File: src/sv/assert_macros.svh
// assertion macros shared by the parser modules
// expects signals named clock and reset in the module that uses them
`ifndef ASSERT_MACROS_SVH
`define ASSERT_MACROS_SVH

// property holds at every clock edge outside reset
`define AIP_ASSERT(label, prop) \
   label: assert property (@(posedge clock) disable iff (reset) (prop)) \
      else $error("aip assertion failed");

// consequent holds in the cycle after the antecedent
`define AIP_ASSERT_NEXT(label, ante, cons) \
   label: assert property (@(posedge clock) disable iff (reset) (ante) |=> (cons)) \
      else $error("aip assertion failed");

`endif

File: src/sv/aip_pkg.sv
// shared types, codes and helpers for the ascii integer parser
// no dependencies
package aip_pkg;

   localparam int unsigned ValueWidth = 64;

   // number_mode codes
   localparam logic [1:0] MODE_UDEC = 2'd0;
   localparam logic [1:0] MODE_SDEC = 2'd1;
   localparam logic [1:0] MODE_HEX  = 2'd2;

   // width_code codes
   localparam logic [1:0] WIDTH_8  = 2'd0;
   localparam logic [1:0] WIDTH_16 = 2'd1;
   localparam logic [1:0] WIDTH_32 = 2'd2;
   localparam logic [1:0] WIDTH_64 = 2'd3;

   // register indexes
   localparam logic [1:0] CSR_NUMBER_MODE = 2'd0;
   localparam logic [1:0] CSR_WIDTH_CODE  = 2'd1;

   localparam logic [7:0] CHAR_PLUS  = 8'h2B;
   localparam logic [7:0] CHAR_MINUS = 8'h2D;
   localparam logic [7:0] CHAR_X_LO  = 8'h78;
   localparam logic [7:0] CHAR_X_UP  = 8'h58;
   localparam logic [7:0] CHAR_NUL   = 8'h00;

   typedef struct packed {
      logic       is_end;
      logic       is_dec;
      logic       is_hex;
      logic       is_plus;
      logic       is_minus;
      logic       is_x;
      logic [3:0] nib;
   } char_class_type;

   function automatic logic [ValueWidth-1:0] width_umax(input logic [1:0] code);
      logic [ValueWidth-1:0] umax;
      case (code)
         WIDTH_8:  umax = 64'h0000_0000_0000_00FF;
         WIDTH_16: umax = 64'h0000_0000_0000_FFFF;
         WIDTH_32: umax = 64'h0000_0000_FFFF_FFFF;
         WIDTH_64: umax = 64'hFFFF_FFFF_FFFF_FFFF;
         default:  umax = 64'hFFFF_FFFF_FFFF_FFFF;
      endcase
      return umax;
   endfunction

endpackage

File: src/sv/aip_front.sv
// front end: takes text bytes and classifies each one for the back end
// depends on aip_pkg
module aip_front (
   input  logic                    req_valid,
   output logic                    req_ready,
   input  logic [7:0]              req_text_byte,
   input  logic                    q_full,
   output logic                    q_push,
   output aip_pkg::char_class_type q_class
);
   import aip_pkg::*;

   assign req_ready = !q_full;
   assign q_push    = req_valid && !q_full;

   always_comb begin
      q_class          = '0;
      q_class.is_end   = (req_text_byte == CHAR_NUL);
      q_class.is_plus  = (req_text_byte == CHAR_PLUS);
      q_class.is_minus = (req_text_byte == CHAR_MINUS);
      q_class.is_x     = (req_text_byte == CHAR_X_LO) || (req_text_byte == CHAR_X_UP);
      if (req_text_byte inside {[8'h30:8'h39]}) begin
         q_class.is_dec = 1'b1;
         q_class.is_hex = 1'b1;
         q_class.nib    = req_text_byte[3:0];
      end else if (req_text_byte inside {[8'h41:8'h46], [8'h61:8'h66]}) begin
         // letter a..f in either case: low three bits 1..6
         q_class.is_hex = 1'b1;
         q_class.nib    = 4'(req_text_byte[2:0] + 3'd1) + 4'd8;
      end
   end

endmodule

File: src/sv/aip_queue.sv
// two-entry queue of classified bytes between front and back ends
// depends on aip_pkg and assert_macros.svh
module aip_queue (
   input  logic                    clock,
   input  logic                    reset,
   input  logic                    push,
   input  aip_pkg::char_class_type push_class,
   output logic                    full,
   input  logic                    pop,
   output logic                    q_valid,
   output aip_pkg::char_class_type q_class
);
   import aip_pkg::*;
   `include "assert_macros.svh"

   char_class_type entry_ff [2];
   logic           wr_ptr_ff, wr_ptr_in;
   logic           rd_ptr_ff, rd_ptr_in;
   logic [1:0]     count_ff, count_in;

   assign full    = (count_ff == 2'd2);
   assign q_valid = (count_ff != 2'd0);
   assign q_class = entry_ff[rd_ptr_ff];

   always_comb begin
      wr_ptr_in = push ? !wr_ptr_ff : wr_ptr_ff;
      rd_ptr_in = pop ? !rd_ptr_ff : rd_ptr_ff;
      count_in  = count_ff;
      if (push && !pop) begin
         count_in = count_ff + 2'd1;
      end else if (pop && !push) begin
         count_in = count_ff - 2'd1;
      end
   end

   always_ff @(posedge clock) begin
      if (reset) begin
         wr_ptr_ff <= 1'b0;
         rd_ptr_ff <= 1'b0;
         count_ff  <= 2'd0;
      end else begin
         wr_ptr_ff <= wr_ptr_in;
         rd_ptr_ff <= rd_ptr_in;
         count_ff  <= count_in;
      end
   end

   always_ff @(posedge clock) begin
      if (push) begin
         entry_ff[wr_ptr_ff] <= push_class;
      end
   end

   `AIP_ASSERT(a_count_bound, count_ff != 2'd3)
   `AIP_ASSERT(a_pop_nonempty, !pop || count_ff != 2'd0)

endmodule

File: src/sv/aip_back.sv
// back end: runs the parse state on each classified byte and holds the result
// depends on aip_pkg and assert_macros.svh
module aip_back (
   input  logic                    clock,
   input  logic                    reset,
   input  logic                    q_valid,
   input  aip_pkg::char_class_type q_class,
   output logic                    q_pop,
   input  logic [1:0]              number_mode,
   input  logic [1:0]              width_code,
   output logic                    rsp_valid,
   input  logic                    rsp_ready,
   output logic [63:0]             rsp_value,
   output logic                    rsp_ok
);
   import aip_pkg::*;
   `include "assert_macros.svh"

   logic [63:0] acc_ff, acc_in;
   logic        neg_ff, neg_in;
   logic [1:0]  chars_ff, chars_in;
   logic        digit_ff, digit_in;
   logic        failed_ff, failed_in;
   logic        rsp_valid_ff, rsp_valid_in;
   logic [63:0] rsp_value_ff, rsp_value_in;
   logic        rsp_ok_ff, rsp_ok_in;

   logic        pop_end;
   logic [63:0] dec_limit;
   logic [67:0] dec_wide;
   logic [63:0] umax;
   logic [63:0] sdec_lim;
   logic        end_ok;
   logic [63:0] end_value;

   assign q_pop   = q_valid && (!q_class.is_end || !rsp_valid_ff || rsp_ready);
   assign pop_end = q_pop && q_class.is_end;

   // times ten as shift-add, kept 68 bits wide so overflow is exact
   assign dec_limit = (number_mode == MODE_SDEC) ? {neg_ff, {63{!neg_ff}}} : '1;
   assign dec_wide  = {1'b0, acc_ff, 3'b000} + {3'b000, acc_ff, 1'b0} + {64'd0, q_class.nib};

   assign umax     = width_umax(width_code);
   assign sdec_lim = {1'b0, umax[63:1]} + {63'd0, neg_ff};

   always_comb begin
      end_ok    = !failed_ff && (chars_ff != 2'd0);
      end_value = acc_ff;
      case (number_mode)
         MODE_SDEC: begin
            end_ok    = end_ok && (acc_ff <= sdec_lim);
            end_value = neg_ff ? (64'd0 - acc_ff) : acc_ff;
         end
         MODE_UDEC, MODE_HEX: begin
            end_ok = end_ok && digit_ff && (acc_ff <= umax);
         end
         default: begin
            end_ok = 1'b0;
         end
      endcase
      if (!end_ok) begin
         end_value = '0;
      end
   end

   always_comb begin
      acc_in    = acc_ff;
      neg_in    = neg_ff;
      chars_in  = chars_ff;
      digit_in  = digit_ff;
      failed_in = failed_ff;
      if (pop_end) begin
         acc_in    = '0;
         neg_in    = 1'b0;
         chars_in  = 2'd0;
         digit_in  = 1'b0;
         failed_in = 1'b0;
      end else if (q_pop) begin
         chars_in = (chars_ff == 2'd3) ? chars_ff : chars_ff + 2'd1;
         if (!failed_ff) begin
            case (number_mode)
               MODE_UDEC, MODE_SDEC: begin
                  if (number_mode == MODE_SDEC && chars_ff == 2'd0 &&
                      (q_class.is_plus || q_class.is_minus)) begin
                     neg_in = q_class.is_minus;
                  end else if (!q_class.is_dec || dec_wide > {4'd0, dec_limit}) begin
                     failed_in = 1'b1;
                  end else begin
                     acc_in   = dec_wide[63:0];
                     digit_in = 1'b1;
                  end
               end
               MODE_HEX: begin
                  // 0x prefix only straight after a leading zero
                  if (chars_ff == 2'd1 && q_class.is_x && digit_ff && acc_ff == '0) begin
                     digit_in = 1'b0;
                  end else if (!q_class.is_hex || acc_ff[63:60] != 4'd0) begin
                     failed_in = 1'b1;
                  end else begin
                     acc_in   = {acc_ff[59:0], q_class.nib};
                     digit_in = 1'b1;
                  end
               end
               default: begin
                  failed_in = 1'b1;
               end
            endcase
         end
      end
   end

   always_comb begin
      rsp_valid_in = rsp_valid_ff && !rsp_ready;
      rsp_value_in = rsp_value_ff;
      rsp_ok_in    = rsp_ok_ff;
      if (pop_end) begin
         rsp_valid_in = 1'b1;
         rsp_value_in = end_value;
         rsp_ok_in    = end_ok;
      end
   end

   always_ff @(posedge clock) begin
      if (reset) begin
         acc_ff       <= '0;
         neg_ff       <= 1'b0;
         chars_ff     <= 2'd0;
         digit_ff     <= 1'b0;
         failed_ff    <= 1'b0;
         rsp_valid_ff <= 1'b0;
      end else begin
         acc_ff       <= acc_in;
         neg_ff       <= neg_in;
         chars_ff     <= chars_in;
         digit_ff     <= digit_in;
         failed_ff    <= failed_in;
         rsp_valid_ff <= rsp_valid_in;
      end
   end

   always_ff @(posedge clock) begin
      rsp_value_ff <= rsp_value_in;
      rsp_ok_ff    <= rsp_ok_in;
   end

   assign rsp_valid = rsp_valid_ff;
   assign rsp_value = rsp_value_ff;
   assign rsp_ok    = rsp_ok_ff;

   `AIP_ASSERT_NEXT(a_clear_after_end, pop_end,
      acc_ff == '0 && chars_ff == 2'd0 && !failed_ff && !digit_ff && !neg_ff)
   `AIP_ASSERT(a_fail_is_zero, !rsp_valid_ff || rsp_ok_ff || rsp_value_ff == '0)

endmodule

File: src/sv/ascii_integer_parser.sv
// ascii integer parser: text bytes in on req_, one result per zero byte on rsp_.
// Each req_ item is one character; a zero byte ends the text and gives one
// rsp_ item with the parsed 64-bit value and an ok flag (value zero when not ok).
// csr_ writes set number_mode (index 0) and width_code (index 1); other indexes
// are ignored. csr_ready is always high; write only while the parser is idle.
// With the queue ahead of it empty, a zero byte is first written into the queue,
// then popped by the back end into the result register that drives rsp_valid.
// Throughput: one byte per cycle unless a zero byte stalls behind a held result;
// the times-ten shift-add and overflow compare in the back end are combinational.
// A two-entry queue sits between the byte classifier and the back end; the
// result register lets bytes of the next text keep flowing while a result waits.
// When rsp_ready is low with a result held, only a second zero byte stalls;
// the queue then fills and req_ready drops.
// Reset (synchronous, active high) clears the parse state and queue, sets
// number_mode to unsigned decimal and width_code to 64 bits.
// depends on aip_pkg, aip_front, aip_queue, aip_back
module ascii_integer_parser (
   input  logic        clock,
   input  logic        reset,
   input  logic        req_valid,
   output logic        req_ready,
   input  logic [7:0]  req_text_byte,
   output logic        rsp_valid,
   input  logic        rsp_ready,
   output logic [63:0] rsp_value,
   output logic        rsp_ok,
   input  logic        csr_valid,
   output logic        csr_ready,
   input  logic [1:0]  csr_index,
   input  logic [1:0]  csr_wdata
);
   import aip_pkg::*;

   logic [1:0]     number_mode_ff, number_mode_in;
   logic [1:0]     width_code_ff, width_code_in;
   logic           q_full;
   logic           q_push;
   char_class_type push_class;
   logic           q_valid;
   char_class_type q_class;
   logic           q_pop;

   assign csr_ready = 1'b1;

   always_comb begin
      number_mode_in = number_mode_ff;
      width_code_in  = width_code_ff;
      if (csr_valid) begin
         case (csr_index)
            CSR_NUMBER_MODE: number_mode_in = csr_wdata;
            CSR_WIDTH_CODE:  width_code_in  = csr_wdata;
            default: begin
            end
         endcase
      end
   end

   always_ff @(posedge clock) begin
      if (reset) begin
         number_mode_ff <= MODE_UDEC;
         width_code_ff  <= WIDTH_64;
      end else begin
         number_mode_ff <= number_mode_in;
         width_code_ff  <= width_code_in;
      end
   end

   aip_front u_front (
      .req_valid     (req_valid),
      .req_ready     (req_ready),
      .req_text_byte (req_text_byte),
      .q_full        (q_full),
      .q_push        (q_push),
      .q_class       (push_class)
   );

   aip_queue u_queue (
      .clock      (clock),
      .reset      (reset),
      .push       (q_push),
      .push_class (push_class),
      .full       (q_full),
      .pop        (q_pop),
      .q_valid    (q_valid),
      .q_class    (q_class)
   );

   aip_back u_back (
      .clock       (clock),
      .reset       (reset),
      .q_valid     (q_valid),
      .q_class     (q_class),
      .q_pop       (q_pop),
      .number_mode (number_mode_ff),
      .width_code  (width_code_ff),
      .rsp_valid   (rsp_valid),
      .rsp_ready   (rsp_ready),
      .rsp_value   (rsp_value),
      .rsp_ok      (rsp_ok)
   );

endmodule
File: config.mk
export PLATFORM = sky130hd
export DESIGN_NAME = ascii_integer_parser
export DESIGN_NICKNAME = d
export VERILOG_FILES = /design/src/sv/aip_pkg.sv /design/src/sv/aip_front.sv /design/src/sv/aip_queue.sv /design/src/sv/aip_back.sv /design/src/sv/ascii_integer_parser.sv
export VERILOG_INCLUDE_DIRS = /design/src /design/src/sv
export SDC_FILE = /design/constraint.sdc
export NUM_CORES = 1
export LEC_CHECK = 0
export ABC_AREA = 1
export BUFFER_PORTS_ARGS = -buffer_cell sky130_fd_sc_hd__buf_4
export CORE_ASPECT_RATIO = 1.25
export CORE_MARGIN = 1
export CORE_UTILIZATION = 25
export CTS_CLUSTER_SIZE = 24
export DETAILED_ROUTE_END_ITERATION = 6
export PLACE_DENSITY_LB_ADDON = 0.3
export SLEW_MARGIN = 0
export SYNTH_ARGS = -nofsm -noshare
export SYNTH_HDL_FRONTEND = slang
export SYNTH_SLANG_ARGS = --single-unit
File: constraint.sdc
create_clock -name clock -period 5.7 [get_ports clock]
set_clock_uncertainty 0.2 [all_clocks]
set_input_delay 0 -clock clock [delete_from_list [all_inputs] [get_ports clock]]
set_output_delay 0 -clock clock [all_outputs]
set_load 0.01 [all_outputs]
==> results.cfg <==
[synthesis]
yosysSeqAreaShare_pct = 21.5
syn_inst = 2882
ys_async_sr_fraction_pct = 0
synth_enable_flop_cells = 85
netlist.area_leader.share_pct = 21.1
synth_mux_area_share_pct = 0.104
yosys_warnings = 0
synth_cell_types = 51
synthFlopType = edfxtp_1
synth_nets = 3225
synth_area_leaders = ha_1 (21%), nand2_1 (14%), edfxtp_1 (13%)
yosys.area_share.simple_pct = 29.8
synth_area_leader_cell = ha_1
synth_adder_area_share_pct = 21.3
ys_ff_latch = 164
synth_compound_gate_area_share_pct = 14.2
avgSynthCellArea_sq_um = 6.68
netlist_area_sq_um = 19200
synth_xor_area_share_pct = 4.78
synth_top_family_by_area = simple AND/OR/NAND/NOR gates

[worst_setup_path]
ff2ff_path_depth = 35
cp_max_fo = 20
critPathKind = reg -> reg
endpoint = u_back.acc_ff[19]
cp.required_ps = 5870
max_stage_delay_ps = 420
arrival_ps = 5540
r2r-end = u_back.acc_ff[19]
worstSetupEndpointType = flip-flop
rrSetupSlack_ps = 330
startpoint_type = flip-flop
crit_path_frequent_cell = nand2_1
crit_slowest_cell = ha_1

[route]
drtIter0Drc = 1227
post_drt_wl_per_cell_um = 18.1
wirelength_um = 73100
dr.pass1.iters = 6
num_vias = 19300
ant_nets = 0
via_per_inst = 4.77
drcViolationCount = 0

[cts]
htreeDepth = 4
clock-sinks = 164
clk_latency_ps = 490
path_clk_slew_ps = 70
clock_path_buffers = 2
cts_made_buffers = 17
root_buffer = clkbuf_16
tritoncts = yes

[timing]
tightest_slew_ps = 1030
finalHoldViolations = 0
rsz0062_at_grt = no
period_share_pct = 94.2
max_freq_ghz = 0.186
min_period_ps = 5370
maxSlewViolCount = 0
slew_headroom_pct = 30.9
fin_ws_ps = 331
setup_viol = 0
setup-tns-final_ps = 0

[run_status]
status = finished clean

[floorplanning]
die_w_um = 250
num_io_pins = 85
core_region_area_sq_um = 76100
start_util_pct = 25.3
die_h_um = 312
fp.dieArea_sq_um = 78100
std_cell_rows = 113

[power]
switching_share_pct = 49.5
p_int_w = 0.00371
p_switching_w = 0.00363
power_density_nw_per_um2 = 324
leakagePower_nw = 11.7
clockPowerShare_pct = 16.4
seq_power_share_pct = 23.8
irDropWorstVdd_v = 0.000161
comb_power_share_pct = 59.8

[global_routing]
grt_overflow = 0
antenna_found_initial = 0
grt_pass1_wl_um = 110000
grt_util_all_layers_pct = 18.5
grt_max_degree = 87
grt_pass1_vias = 18800

[flow_run]
max_cap_violations = 0

[cells_and_area]
finalNetCount = 3402
area_delta_synth_final_pct = 17.8
num_antenna_cells = 0
finalNonFillerCells = 4049
drive_above_1_share_pct = 8.85
final_cell_mix = nand2_1 (723), nor2_1 (384), inv_1 (345)
mostFrequentLayoutCell = nand2_1

[place]
place_ws_ps = 14.3
gp_congestion = 0.968
dp_hpwl_um = 60000
io_buffer_count = 83
dp.cells = 3986

[worst_hold_path]
hold_class = in -> reg
logic make-up (layout without fill, tap and decap cells):
logic type,after synthesis,in the layout
adder cells (fa/ha/maj),326,326
AO/OA/AOI/OAI,486,486
buffers and inverters,411,601
AND/OR/NAND/NOR,1387,1387
XOR/XNOR,105,105
other,1,1
multiplexers,2,2
flip-flops,164,164
power groups by stage:
| stage | clock network (W) | logic, W | registers (W) |
|---|---|---|---|
| after global routing | 0.00127 | 0.00490 | 0.00178 |
| after detailed placement | 0 | 0.00418 | 0.00178 |
| after global placement | 0 | 0.00416 | 0.00178 |
| after floorplan | 0 | 0.00260 | 0.00184 |
| after CTS | 0.00123 | 0.00422 | 0.00175 |
| final | 0.00120 | 0.00439 | 0.00175 |
synth_stat cells (all sizes together), types with 2 or more instances:
master	instances
o31ai	5
o21ai	149
a211oi	7
mux2i	2
o41ai	2
o221ai	3
clkbuf	37
fa	2
a21o	8
a21oi	220
a31o	4
and3	3
edfxtp	85
a31oi	13
o211ai	6
and2	20
ha	324
nor3b	3
nand3b	4
inv	352
xor2	93
a21boi	37
xnor2	12
or2	13
o21bai	16
nor2	388
nor4	21
buf	21
o2111ai	4
o21a	9
nand3	95
nand2	732
dfxtp	79
nor3	55
nand4	52
what timing repair did:
action	CTS	global route
buffers inserted	0	1
hold endpoints to repair	32	0
resized for setup	1	24
setup endpoints to repair	6	66
gates cloned	0	4
hold buffers	26	0
pin swaps	0	1
final cells by class:
type	count	area, sq um
Multi-Input combinational cell	2307	13600
Tap cell	977	1220
Fill cell	8460	53400
Sequential cell	164	4140
Clock inverter	13	141
Clock buffer	19	433
Timing Repair Buffer	216	1840
Inverter	353	1330
per-stage QoR:
step                      cell area, sq um  power, W  utilization, %  hold slack, ps
final                                22700   0.00734            29.8            67.9
after global routing                 22700   0.00795            29.8            61.5
after floorplan                      19200   0.00444               -            -131
after CTS                            22500   0.00721            29.5            44.4
after global placement               21600   0.00594            28.4           -20.2
after detailed placement             21600   0.00596            28.4           -19.3
registers in the layout, summed over array words and instances (netlist names), named ones only:
name and cells:
u_back.failed_ff 1, u_queue.wr_ptr_ff 1, u_back.neg_ff 1, u_queue.rd_ptr_ff 1, number_mode_ff 2, u_back.rsp_valid 1, u_queue.entry_ff 20, u_back.chars_ff 2
u_back.rsp_value 64, u_queue.count_ff 2, u_back.rsp_ok 1, u_back.digit_ff 1, u_back.acc_ff 64, width_code_ff 2
layer usage:
layer  share of wire, %  up-vias  GRT usage [%]
met5                  0        -              0
met4                3.9        0           7.86
met3                2.9       84           1.52
met2                 51      361           33.9
met1                 42     8918           21.7
li1                   -     9942              -
worst min path at each step:
| stage | endpoint | start | slack [ps] | cells past startpoint |
|---|---|---|---|---|
| CTS | u_back.rsp_valid | reset | 40 | 3 |
| finish | u_back.rsp_valid | reset | 70 | 3 |
| floorplan | u_back.rsp_valid | reset | -130 | 1 |
| detailed placement | u_back.rsp_valid | reset | -20 | 2 |
| global placement | u_back.rsp_valid | reset | -20 | 2 |
| global route | u_back.rsp_valid | reset | 60 | 3 |
worst max-delay path: cells and delay by family, from the launching register on:
| kind | cells | cell delay (ps) |
|---|---|---|
| adder cells (fa/ha/maj) | 3 | 1100 |
| flip-flops | 1 | 350 |
| buffers and inverters | 6 | 790 |
| AND/OR/NAND/NOR | 21 | 1870 |
| AO/OA/AOI/OAI | 5 | 950 |
(Power assumes the default switching activity.)
